==> config.mk <==
export PLATFORM = sky130hd
export DESIGN_NAME = dlsp_ctrl
export DESIGN_NICKNAME = d
export VERILOG_FILES = /design/src/hdl/dlsp_pkg.sv /design/src/hdl/dlsp_ctrl.sv
export SDC_FILE = /design/constraint.sdc
export NUM_CORES = 1
export LEC_CHECK = 0
export ABC_AREA = 1
export BUFFER_PORTS_ARGS = -buffer_cell sky130_fd_sc_hd__buf_4
export CAP_MARGIN = 10
export CORE_MARGIN = 2
export CORE_UTILIZATION = 59
export DETAILED_ROUTE_END_ITERATION = 6
export PLACE_DENSITY = 0.88
export SETUP_SLACK_MARGIN = 0.3
export SLEW_MARGIN = 10
export SYNTH_ARGS = -nofsm -noshare
export SYNTH_HDL_FRONTEND = slang
export SYNTH_SLANG_ARGS = --single-unit
==> constraint.sdc <==
create_clock -name clk -period 7 [get_ports clk]
set_clock_uncertainty 0.2 [all_clocks]
set_input_delay 0.35 -clock clk [delete_from_list [all_inputs] [get_ports clk]]
set_output_delay 0.35 -clock clk [all_outputs]
set_load 0.02 [all_outputs]
==> src/hdl/dlsp_pkg.sv <==
// shared types, constants and the sigmoid lookup contents for the dense layer core
package dlsp_pkg;

	// action codes
	localparam logic [2:0] ACT_WRITE_WEIGHT = 3'd0;
	localparam logic [2:0] ACT_WRITE_NEURON = 3'd1;
	localparam logic [2:0] ACT_RUN_UP       = 3'd2;
	localparam logic [2:0] ACT_RUN_DOWN     = 3'd3;
	localparam logic [2:0] ACT_READ_NEURON  = 3'd4;

	// field and register widths
	localparam int ACT_W   = 3;
	localparam int LAYER_W = 2;
	localparam int IDX_W   = 6;
	localparam int SIZE_W  = 7;
	localparam int COUNT_W = 3;
	localparam int VAL_W   = 16;
	localparam int PROD_W  = 32;
	localparam int ACC_W   = 40;
	localparam int CFG_IDX_W  = 3;
	localparam int NUM_SIZES  = 4;
	localparam int LAYER_LIMIT = 4;

	// configuration register indexes
	localparam logic [CFG_IDX_W-1:0] CFG_LAYER_COUNT = 3'd0;
	localparam logic [CFG_IDX_W-1:0] CFG_SIZE_ZERO   = 3'd1;
	localparam logic [CFG_IDX_W-1:0] CFG_SIZE_ONE    = 3'd2;
	localparam logic [CFG_IDX_W-1:0] CFG_SIZE_TWO    = 3'd3;
	localparam logic [CFG_IDX_W-1:0] CFG_SIZE_THREE  = 3'd4;

	// reset values of the configuration
	localparam logic [COUNT_W-1:0] LAYER_COUNT_RST = 3'd4;
	localparam logic [SIZE_W-1:0]  SIZE_RST        = 7'd64;

	// parameter defaults
	localparam int MAX_LAYERS_DEF  = 4;
	localparam int MAX_NEURONS_DEF = 64;

	// sigmoid table
	localparam int SIG_DEPTH = 1024;
	localparam int SIG_IDX_W = 10;
	typedef logic [VAL_W-1:0] sig_tab_t [SIG_DEPTH];

	// controller to datapath commands, neuron indexes as wide as a layer size
	typedef struct packed {
		logic               nrn_wr_en;
		logic               nrn_wr_sig;
		logic [LAYER_W-1:0] nrn_wr_layer;
		logic [SIZE_W-1:0]  nrn_wr_idx;
		logic               nrn_rd_en;
		logic [LAYER_W-1:0] nrn_rd_layer;
		logic [SIZE_W-1:0]  nrn_rd_idx;
		logic               wgt_wr_en;
		logic               wgt_rd_en;
		logic [LAYER_W-1:0] wgt_layer;
		logic [SIZE_W-1:0]  wgt_lo;
		logic [SIZE_W-1:0]  wgt_up;
		logic               mac_vld;
		logic               acc_clr;
		logic               sig_idx_en;
		logic               sig_rd_en;
	} dlsp_cmd_t;

	// restoring long division, used only while building the table
	function automatic logic [63:0] udiv64(input logic [63:0] num, input logic [63:0] den);
		logic [64:0] rem;
		logic [63:0] quo;
		rem = '0;
		quo = '0;
		for (int i = 63; i >= 0; i--) begin
			rem = {rem[63:0], num[i]};
			if (rem >= {1'b0, den}) begin
				rem = rem - {1'b0, den};
				quo[i] = 1'b1;
			end
		end
		return quo;
	endfunction

	// rounded logistic function in Q4.12 over [-8, 8) in steps of 1/64
	function automatic sig_tab_t build_sig_table();
		sig_tab_t     tab;
		logic [63:0]  term;
		logic [63:0]  plus;
		logic [63:0]  minus;
		logic [63:0]  r;
		logic [63:0]  q;
		logic [63:0]  d;
		logic [127:0] prod;
		term  = 64'd1 << 60;
		plus  = 64'd1 << 60;
		minus = '0;
		// exp(-1/64) in Q60 by its series
		for (int k = 1; k <= 20; k++) begin
			term = udiv64(term, 64'(64 * k));
			if ((k & 1) == 1) minus = minus + term;
			else plus = plus + term;
		end
		r = plus - minus;
		q = 64'd1 << 60;
		for (int j = 0; j <= 512; j++) begin
			d = ((64'd1 << 60) + q) >> 20;
			if (j < 512) tab[512 + j] = 16'(udiv64((64'd1 << 53) + d, d << 1));
			if (j >= 1) tab[512 - j] = 16'(udiv64((64'd8192 * (q >> 20)) + d, d << 1));
			prod = 128'(q) * 128'(r);
			q = prod[123:60];
		end
		return tab;
	endfunction

	localparam sig_tab_t SIG_TABLE = build_sig_table();

endpackage

==> src/hdl/dlsp_ctrl.sv <==
// controller: item decode, layer and neuron sequencing, result register
module dlsp_ctrl (
	input  logic                           clk,
	input  logic                           arst_n,
	input  logic                           in_valid,
	output logic                           in_ready,
	input  logic [dlsp_pkg::ACT_W-1:0]     action,
	input  logic [dlsp_pkg::LAYER_W-1:0]   layer_index,
	input  logic [dlsp_pkg::IDX_W-1:0]     lower_index,
	input  logic [dlsp_pkg::IDX_W-1:0]     upper_index,
	output logic                           out_valid,
	input  logic                           out_ready,
	output logic [dlsp_pkg::VAL_W-1:0]     read_value,
	output logic                           status,
	input  logic [dlsp_pkg::COUNT_W-1:0]   layers_used,
	input  logic [dlsp_pkg::NUM_SIZES-1:0][dlsp_pkg::SIZE_W-1:0] size_used,
	input  logic [dlsp_pkg::VAL_W-1:0]     nrn_rdata,
	output dlsp_pkg::dlsp_cmd_t            cmd
);
	import dlsp_pkg::*;

	localparam logic [2:0] ST_IDLE   = 3'd0;
	localparam logic [2:0] ST_READ   = 3'd1;
	localparam logic [2:0] ST_MAC    = 3'd2;
	localparam logic [2:0] ST_DRAIN1 = 3'd3;
	localparam logic [2:0] ST_DRAIN2 = 3'd4;
	localparam logic [2:0] ST_SIGX   = 3'd5;
	localparam logic [2:0] ST_SIGR   = 3'd6;
	localparam logic [2:0] ST_WRITE  = 3'd7;

	logic [2:0]         state_q, state_d;
	logic               dir_up_q, dir_up_d;
	logic [LAYER_W-1:0] tgt_q, tgt_d;
	logic [LAYER_W-1:0] l_q, l_d;
	logic [SIZE_W-1:0]  n_q, n_d;
	logic [SIZE_W-1:0]  m_q, m_d;

	logic               res_vld_q;
	logic [VAL_W-1:0]   res_rd_q;
	logic               res_st_q;
	logic               res_load;
	logic [VAL_W-1:0]   res_rd_d;
	logic               res_st_d;

	logic               accept;
	logic [LAYER_W-1:0] up_layer;
	logic               layer_ok;
	logic               wlayer_ok;
	logic               lo_ok;
	logic               up_ok;
	logic [LAYER_W-1:0] src_layer;
	logic [LAYER_W-1:0] dst_layer;
	logic [SIZE_W-1:0]  in_cnt;
	logic [SIZE_W-1:0]  out_cnt;
	logic               m_last;
	logic               n_last;
	logic               l_last;

	assign in_ready   = (state_q == ST_IDLE) && (!res_vld_q || out_ready);
	assign accept     = in_valid && in_ready;
	assign out_valid  = res_vld_q;
	assign read_value = res_rd_q;
	assign status     = res_st_q;

	// range checks on the incoming transaction
	assign up_layer  = layer_index + 2'd1;
	assign layer_ok  = {1'b0, layer_index} < layers_used;
	assign wlayer_ok = ({1'b0, layer_index} + 3'd1) < layers_used;
	assign lo_ok     = {1'b0, lower_index} < size_used[layer_index];
	assign up_ok     = {1'b0, upper_index} < size_used[up_layer];

	// layer roles of the pass in progress
	assign src_layer = dir_up_q ? l_q - 2'd1 : l_q;
	assign dst_layer = dir_up_q ? l_q : l_q - 2'd1;
	assign in_cnt    = size_used[src_layer];
	assign out_cnt   = size_used[dst_layer];
	assign m_last    = m_q == in_cnt - 7'd1;
	assign n_last    = n_q == out_cnt - 7'd1;
	assign l_last    = dir_up_q ? (l_q == tgt_q) : (l_q == 2'd1);

	// next state and commands
	always_comb begin
		state_d  = state_q;
		dir_up_d = dir_up_q;
		tgt_d    = tgt_q;
		l_d      = l_q;
		n_d      = n_q;
		m_d      = m_q;
		res_load = 1'b0;
		res_rd_d = '0;
		res_st_d = 1'b0;
		cmd      = '0;

		unique case (state_q)
			ST_IDLE: begin
				cmd.nrn_wr_layer = layer_index;
				cmd.nrn_wr_idx   = SIZE_W'(lower_index);
				cmd.nrn_rd_layer = layer_index;
				cmd.nrn_rd_idx   = SIZE_W'(lower_index);
				cmd.wgt_layer    = layer_index;
				cmd.wgt_lo       = SIZE_W'(lower_index);
				cmd.wgt_up       = SIZE_W'(upper_index);
				if (accept) begin
					case (action) inside
						ACT_WRITE_WEIGHT: begin
							cmd.wgt_wr_en = wlayer_ok && lo_ok && up_ok;
							res_load = 1'b1;
							res_st_d = !(wlayer_ok && lo_ok && up_ok);
						end
						ACT_WRITE_NEURON: begin
							cmd.nrn_wr_en = layer_ok && lo_ok;
							res_load = 1'b1;
							res_st_d = !(layer_ok && lo_ok);
						end
						ACT_READ_NEURON: begin
							if (layer_ok && lo_ok) begin
								cmd.nrn_rd_en = 1'b1;
								state_d = ST_READ;
							end else begin
								res_load = 1'b1;
								res_st_d = 1'b1;
							end
						end
						ACT_RUN_UP, ACT_RUN_DOWN: begin
							if (!layer_ok) begin
								res_load = 1'b1;
								res_st_d = 1'b1;
							end else if (layer_index == 2'd0) begin
								res_load = 1'b1;
							end else begin
								dir_up_d = (action == ACT_RUN_UP);
								tgt_d    = layer_index;
								l_d      = (action == ACT_RUN_UP) ? 2'd1 : layer_index;
								n_d      = '0;
								m_d      = '0;
								state_d  = ST_MAC;
							end
						end
						default: begin
							res_load = 1'b1;
							res_st_d = 1'b1;
						end
					endcase
				end
			end
			ST_READ: begin
				res_load = 1'b1;
				res_rd_d = nrn_rdata;
				state_d  = ST_IDLE;
			end
			ST_MAC: begin
				// one product per cycle into the accumulator
				cmd.nrn_rd_en    = 1'b1;
				cmd.nrn_rd_layer = src_layer;
				cmd.nrn_rd_idx   = m_q;
				cmd.wgt_rd_en    = 1'b1;
				cmd.wgt_layer    = l_q - 2'd1;
				cmd.wgt_lo       = dir_up_q ? m_q : n_q;
				cmd.wgt_up       = dir_up_q ? n_q : m_q;
				cmd.mac_vld      = 1'b1;
				cmd.acc_clr      = (m_q == '0);
				if (m_last) begin
					m_d     = '0;
					state_d = ST_DRAIN1;
				end else begin
					m_d = m_q + 7'd1;
				end
			end
			ST_DRAIN1: state_d = ST_DRAIN2;
			ST_DRAIN2: state_d = ST_SIGX;
			ST_SIGX: begin
				cmd.sig_idx_en = 1'b1;
				state_d = ST_SIGR;
			end
			ST_SIGR: begin
				cmd.sig_rd_en = 1'b1;
				state_d = ST_WRITE;
			end
			ST_WRITE: begin
				cmd.nrn_wr_en    = 1'b1;
				cmd.nrn_wr_sig   = 1'b1;
				cmd.nrn_wr_layer = dst_layer;
				cmd.nrn_wr_idx   = n_q;
				if (n_last) begin
					n_d = '0;
					if (l_last) begin
						res_load = 1'b1;
						state_d  = ST_IDLE;
					end else begin
						l_d     = dir_up_q ? l_q + 2'd1 : l_q - 2'd1;
						state_d = ST_MAC;
					end
				end else begin
					n_d     = n_q + 7'd1;
					state_d = ST_MAC;
				end
			end
			default: state_d = ST_IDLE;
		endcase
	end

	// control registers
	always_ff @(posedge clk or negedge arst_n) begin
		if (!arst_n) begin
			state_q   <= ST_IDLE;
			res_vld_q <= 1'b0;
		end else begin
			state_q <= state_d;
			if (res_load) res_vld_q <= 1'b1;
			else if (out_ready) res_vld_q <= 1'b0;
		end
	end

	// pass counters and result payload
	always_ff @(posedge clk) begin
		dir_up_q <= dir_up_d;
		tgt_q    <= tgt_d;
		l_q      <= l_d;
		n_q      <= n_d;
		m_q      <= m_d;
		if (res_load) begin
			res_rd_q <= res_rd_d;
			res_st_q <= res_st_d;
		end
	end

endmodule

==> out/summary.txt <==
Status = completed
First-pass GRT wire length = 24,700 um
Worst EP required = 6.73 ns
Total number of vias = 5,585
Clk_lat worst skew = 0.30 ns
Initial antenna violation count = 0
Top cell by count, worst path = nand2_1
CTS Root Cell = clkbuf_8
Final WL = 16,000 um
Worst hold margin = 0.144 ns
Crit-path max FO = 55
Critical-path top delay cell = edfxtp_1
WP buf/inv = 4
Crit path capture type = flop
CP Cell Sequence = inv_6 -> ha_1 -> buf_4 -> inv_8 -> nand2_1 -> nand2_1 -> nand2_1 -> nand2_2 -> ha_1 -> inv_1 -> nand3_1 -> nand3_1 -> nand2_1 -> nor2_1 -> nand2_1 -> nor2_4 -> nand3_2 -> nand3b_1 -> nand3_1
Nets@finish = 966
Vias in the first global route = 5,074
Final instance area = 0.00580 mm^2
Main synth FF type = edfxtp_1
DIE AREA = 0.00885 mm^2
Site row count = 32
Syn avg cell area = 6.24 um^2
Area Growth Syn to Fin = 21.0%
Hold WC Path Type = input pin to flop
Clock-pin slew on the worst setup and hold paths = 0.08 ns
Port bufs = 129
Share of layout cells above drive strength 1 = 21.6%
Worst path max stage delay = 0.93 ns
P_leak = 3.04 nW
Total track usage = 35.9%
Ys async rst share = 10.0%
Max Freq = 211 MHz
Total setup buffers inserted after CTS = 0
CTS max path bufs = 2
Mapped Area = 0.00479 mm^2
Largest net degree at the start of global routing = 56
Detail-routed via count per cell = 5.71
# H-tree levels = 2
Unrepaired setup endpoints after global routing = no
Sink Count = 40
Sequential share of the synthesized area = 24.7%
Worst EP arrival = 4.48 ns
Ports = 130
Power Total = 2.20 mW
Post-synthesis cell count = 767
Fin crit period = 4.75 ns
Num CTS Buffers = 5
DP Area = 0.00567 mm^2
WS Path Type = flop to flop
Most common cell after layout, fill and taps aside = nand2_1
Flops & latches, synth = 40
Peak supply drop = 0.302 mV
Max Cap Viol = 0
Hold Vio Cnt, Final = 0
Crit start category = flop
Setup TNS = 0 ns
Post_cts resized = 0
Synth cell types = 44
Top delay family on crit path = simple AND/OR/NAND/NOR gates
Starting Density = 61.3%
Final period util = 67.8%
Syn nets = 858
Post-DP HPWL = 12,500 um
Fillers = 624
Max-slew violation count = 0
Core ar. = 0.00781 mm^2
Initial drt markers = 499
Hold buffers post-CTS = 1
RD Place Congestion = 1.02
Rel. slew slack = 26.7%
ANT cells = 0
Post-synth EDFFs = 36
DRC Markers = 0
CTS tree = built
Worst Max-Slew Pin Slew = 1.09 ns
Setup violators final = 0
Power Density = 379 mW/mm^2
Total grt overflow = 0
Routed len/inst = 16.4 um
Drt first pass iters = 5
Ys Warns = 0
Final ANT Viol Nets = 0
Die Width = 94.1 um
Most frequent cells in the layout = nand2_1 (248), buf_4 (130), inv_1 (97)
Die height = 94.1 um
-- Yosys cell counts, types with 10 or more instances --
cell type / number / area [um^2]
a21oi_1: 37 / 185
buf_6: 11 / 124
clkbuf_1: 11 / 41.3
edfxtp_1: 36 / 1080
ha_1: 23 / 288
inv_1: 97 / 364
nand2_1: 248 / 931
nand2_2: 21 / 131
nand3_1: 43 / 215
nor2_1: 69 / 259
nor3_1: 11 / 55.1
o21ai_0: 75 / 375
xor2_1: 10 / 87.6
-- sequential cells by signal (all words and copies together) (netlist names) --
register    count
read_value     16
n_q             7
out_valid       1
status          1
state_q         3
tgt_q           2
l_q             2
m_q             7
dir_up_q        1
-- where the power goes --
group / switching, mW / internal [mW] / leakage (nW) / total [mW]
registers: 0.0931 / 0.375 / 0.390 / 0.469
logic: 1.03 / 0.511 / 2.59 / 1.54
clock network: 0.0869 / 0.106 / 0.0558 / 0.193
total: 1.21 / 0.992 / 3.04 / 2.20
-- cell families (layout without fill, tap and decap cells) --
group,Yosys count,after routing,share of synthesized area (%)
AO/OA/AOI/OAI,136,136,15.5
XOR/XNOR,10,10,1.83
adder cells (fa/ha/maj),23,23,6.01
buffers and inverters,134,243,13.0
flip-flops,40,40,24.7
AND/OR/NAND/NOR,424,424,39.0
-- per-stage QoR --
step | cells | setup WS [ns] | util (%)
after detailed placement | 969 | 2.34 | 72.7
final | 978 | 2.25 | 74.2
after global routing | 978 | 1.92 | 74.2
after floorplan | 767 | 3.27 | -
after global placement | 969 | 2.52 | 72.7
after CTS | 978 | 2.33 | 74.2
-- per-layer routing --
layer / wire length (um) / part of all wire (%) / track usage (%) / vias to the layer above
li1: - / - / - / 2687
met5: 0 / 0 / 0 / -
met2: 7780 / 49 / 61.7 / 313
met1: 6410 / 40 / 45.5 / 2538
met4: 601 / 3.8 / 14.3 / 0
met3: 1210 / 7.5 / 4.49 / 47
-- final timing paths --
kind                       slack, ns                    from                     endpoint  cells past startpoint
setup / recovery                2.25      dir_up_q$_DFFE_PP_  read_value[5]$_SDFFCE_PN0P_                     19
hold / removal                  0.14            nrn_rdata[7]  read_value[7]$_SDFFCE_PN0P_                      3
setup reg to reg                2.25      dir_up_q$_DFFE_PP_  read_value[5]$_SDFFCE_PN0P_                     19
hold reg to reg                 0.40  state_q[0]$_DFFE_PN0P_       state_q[0]$_DFFE_PN0P_                      1
max in group asynchronous       6.33                  arst_n       state_q[1]$_DFFE_PN0P_                      2
min in group asynchronous       0.16                  arst_n       state_q[2]$_DFFE_PN0P_                      2
-- cell type report --
type / count / area, um^2 / area share, %
well taps: 102 / 128 / 2.20
clock inverters: 3 / 42.5 / 0.734
inverters: 104 / 403 / 6.95
clock buffers: 5 / 68.8 / 1.19
multi-input cells: 593 / 2990 / 51.5
flip-flops and latches: 40 / 1180 / 20.4
repair buffers: 131 / 986 / 17.0
-- worst reg2reg max path, cell delays in order (launching register included) --
cell	delay, ns
edfxtp_1	0.93
inv_6	0.15
ha_1	0.34
buf_4	0.44
inv_8	0.19
nand2_1	0.11
nand2_1	0.05
nand2_1	0.09
nand2_2	0.09
ha_1	0.26
inv_1	0.11
nand3_1	0.09
nand3_1	0.09
nand2_1	0.05
nor2_1	0.08
nand2_1	0.09
nor2_4	0.10
nand3_2	0.08
nand3b_1	0.20
nand3_1	0.64
Power figures use the tool's default switching activity.
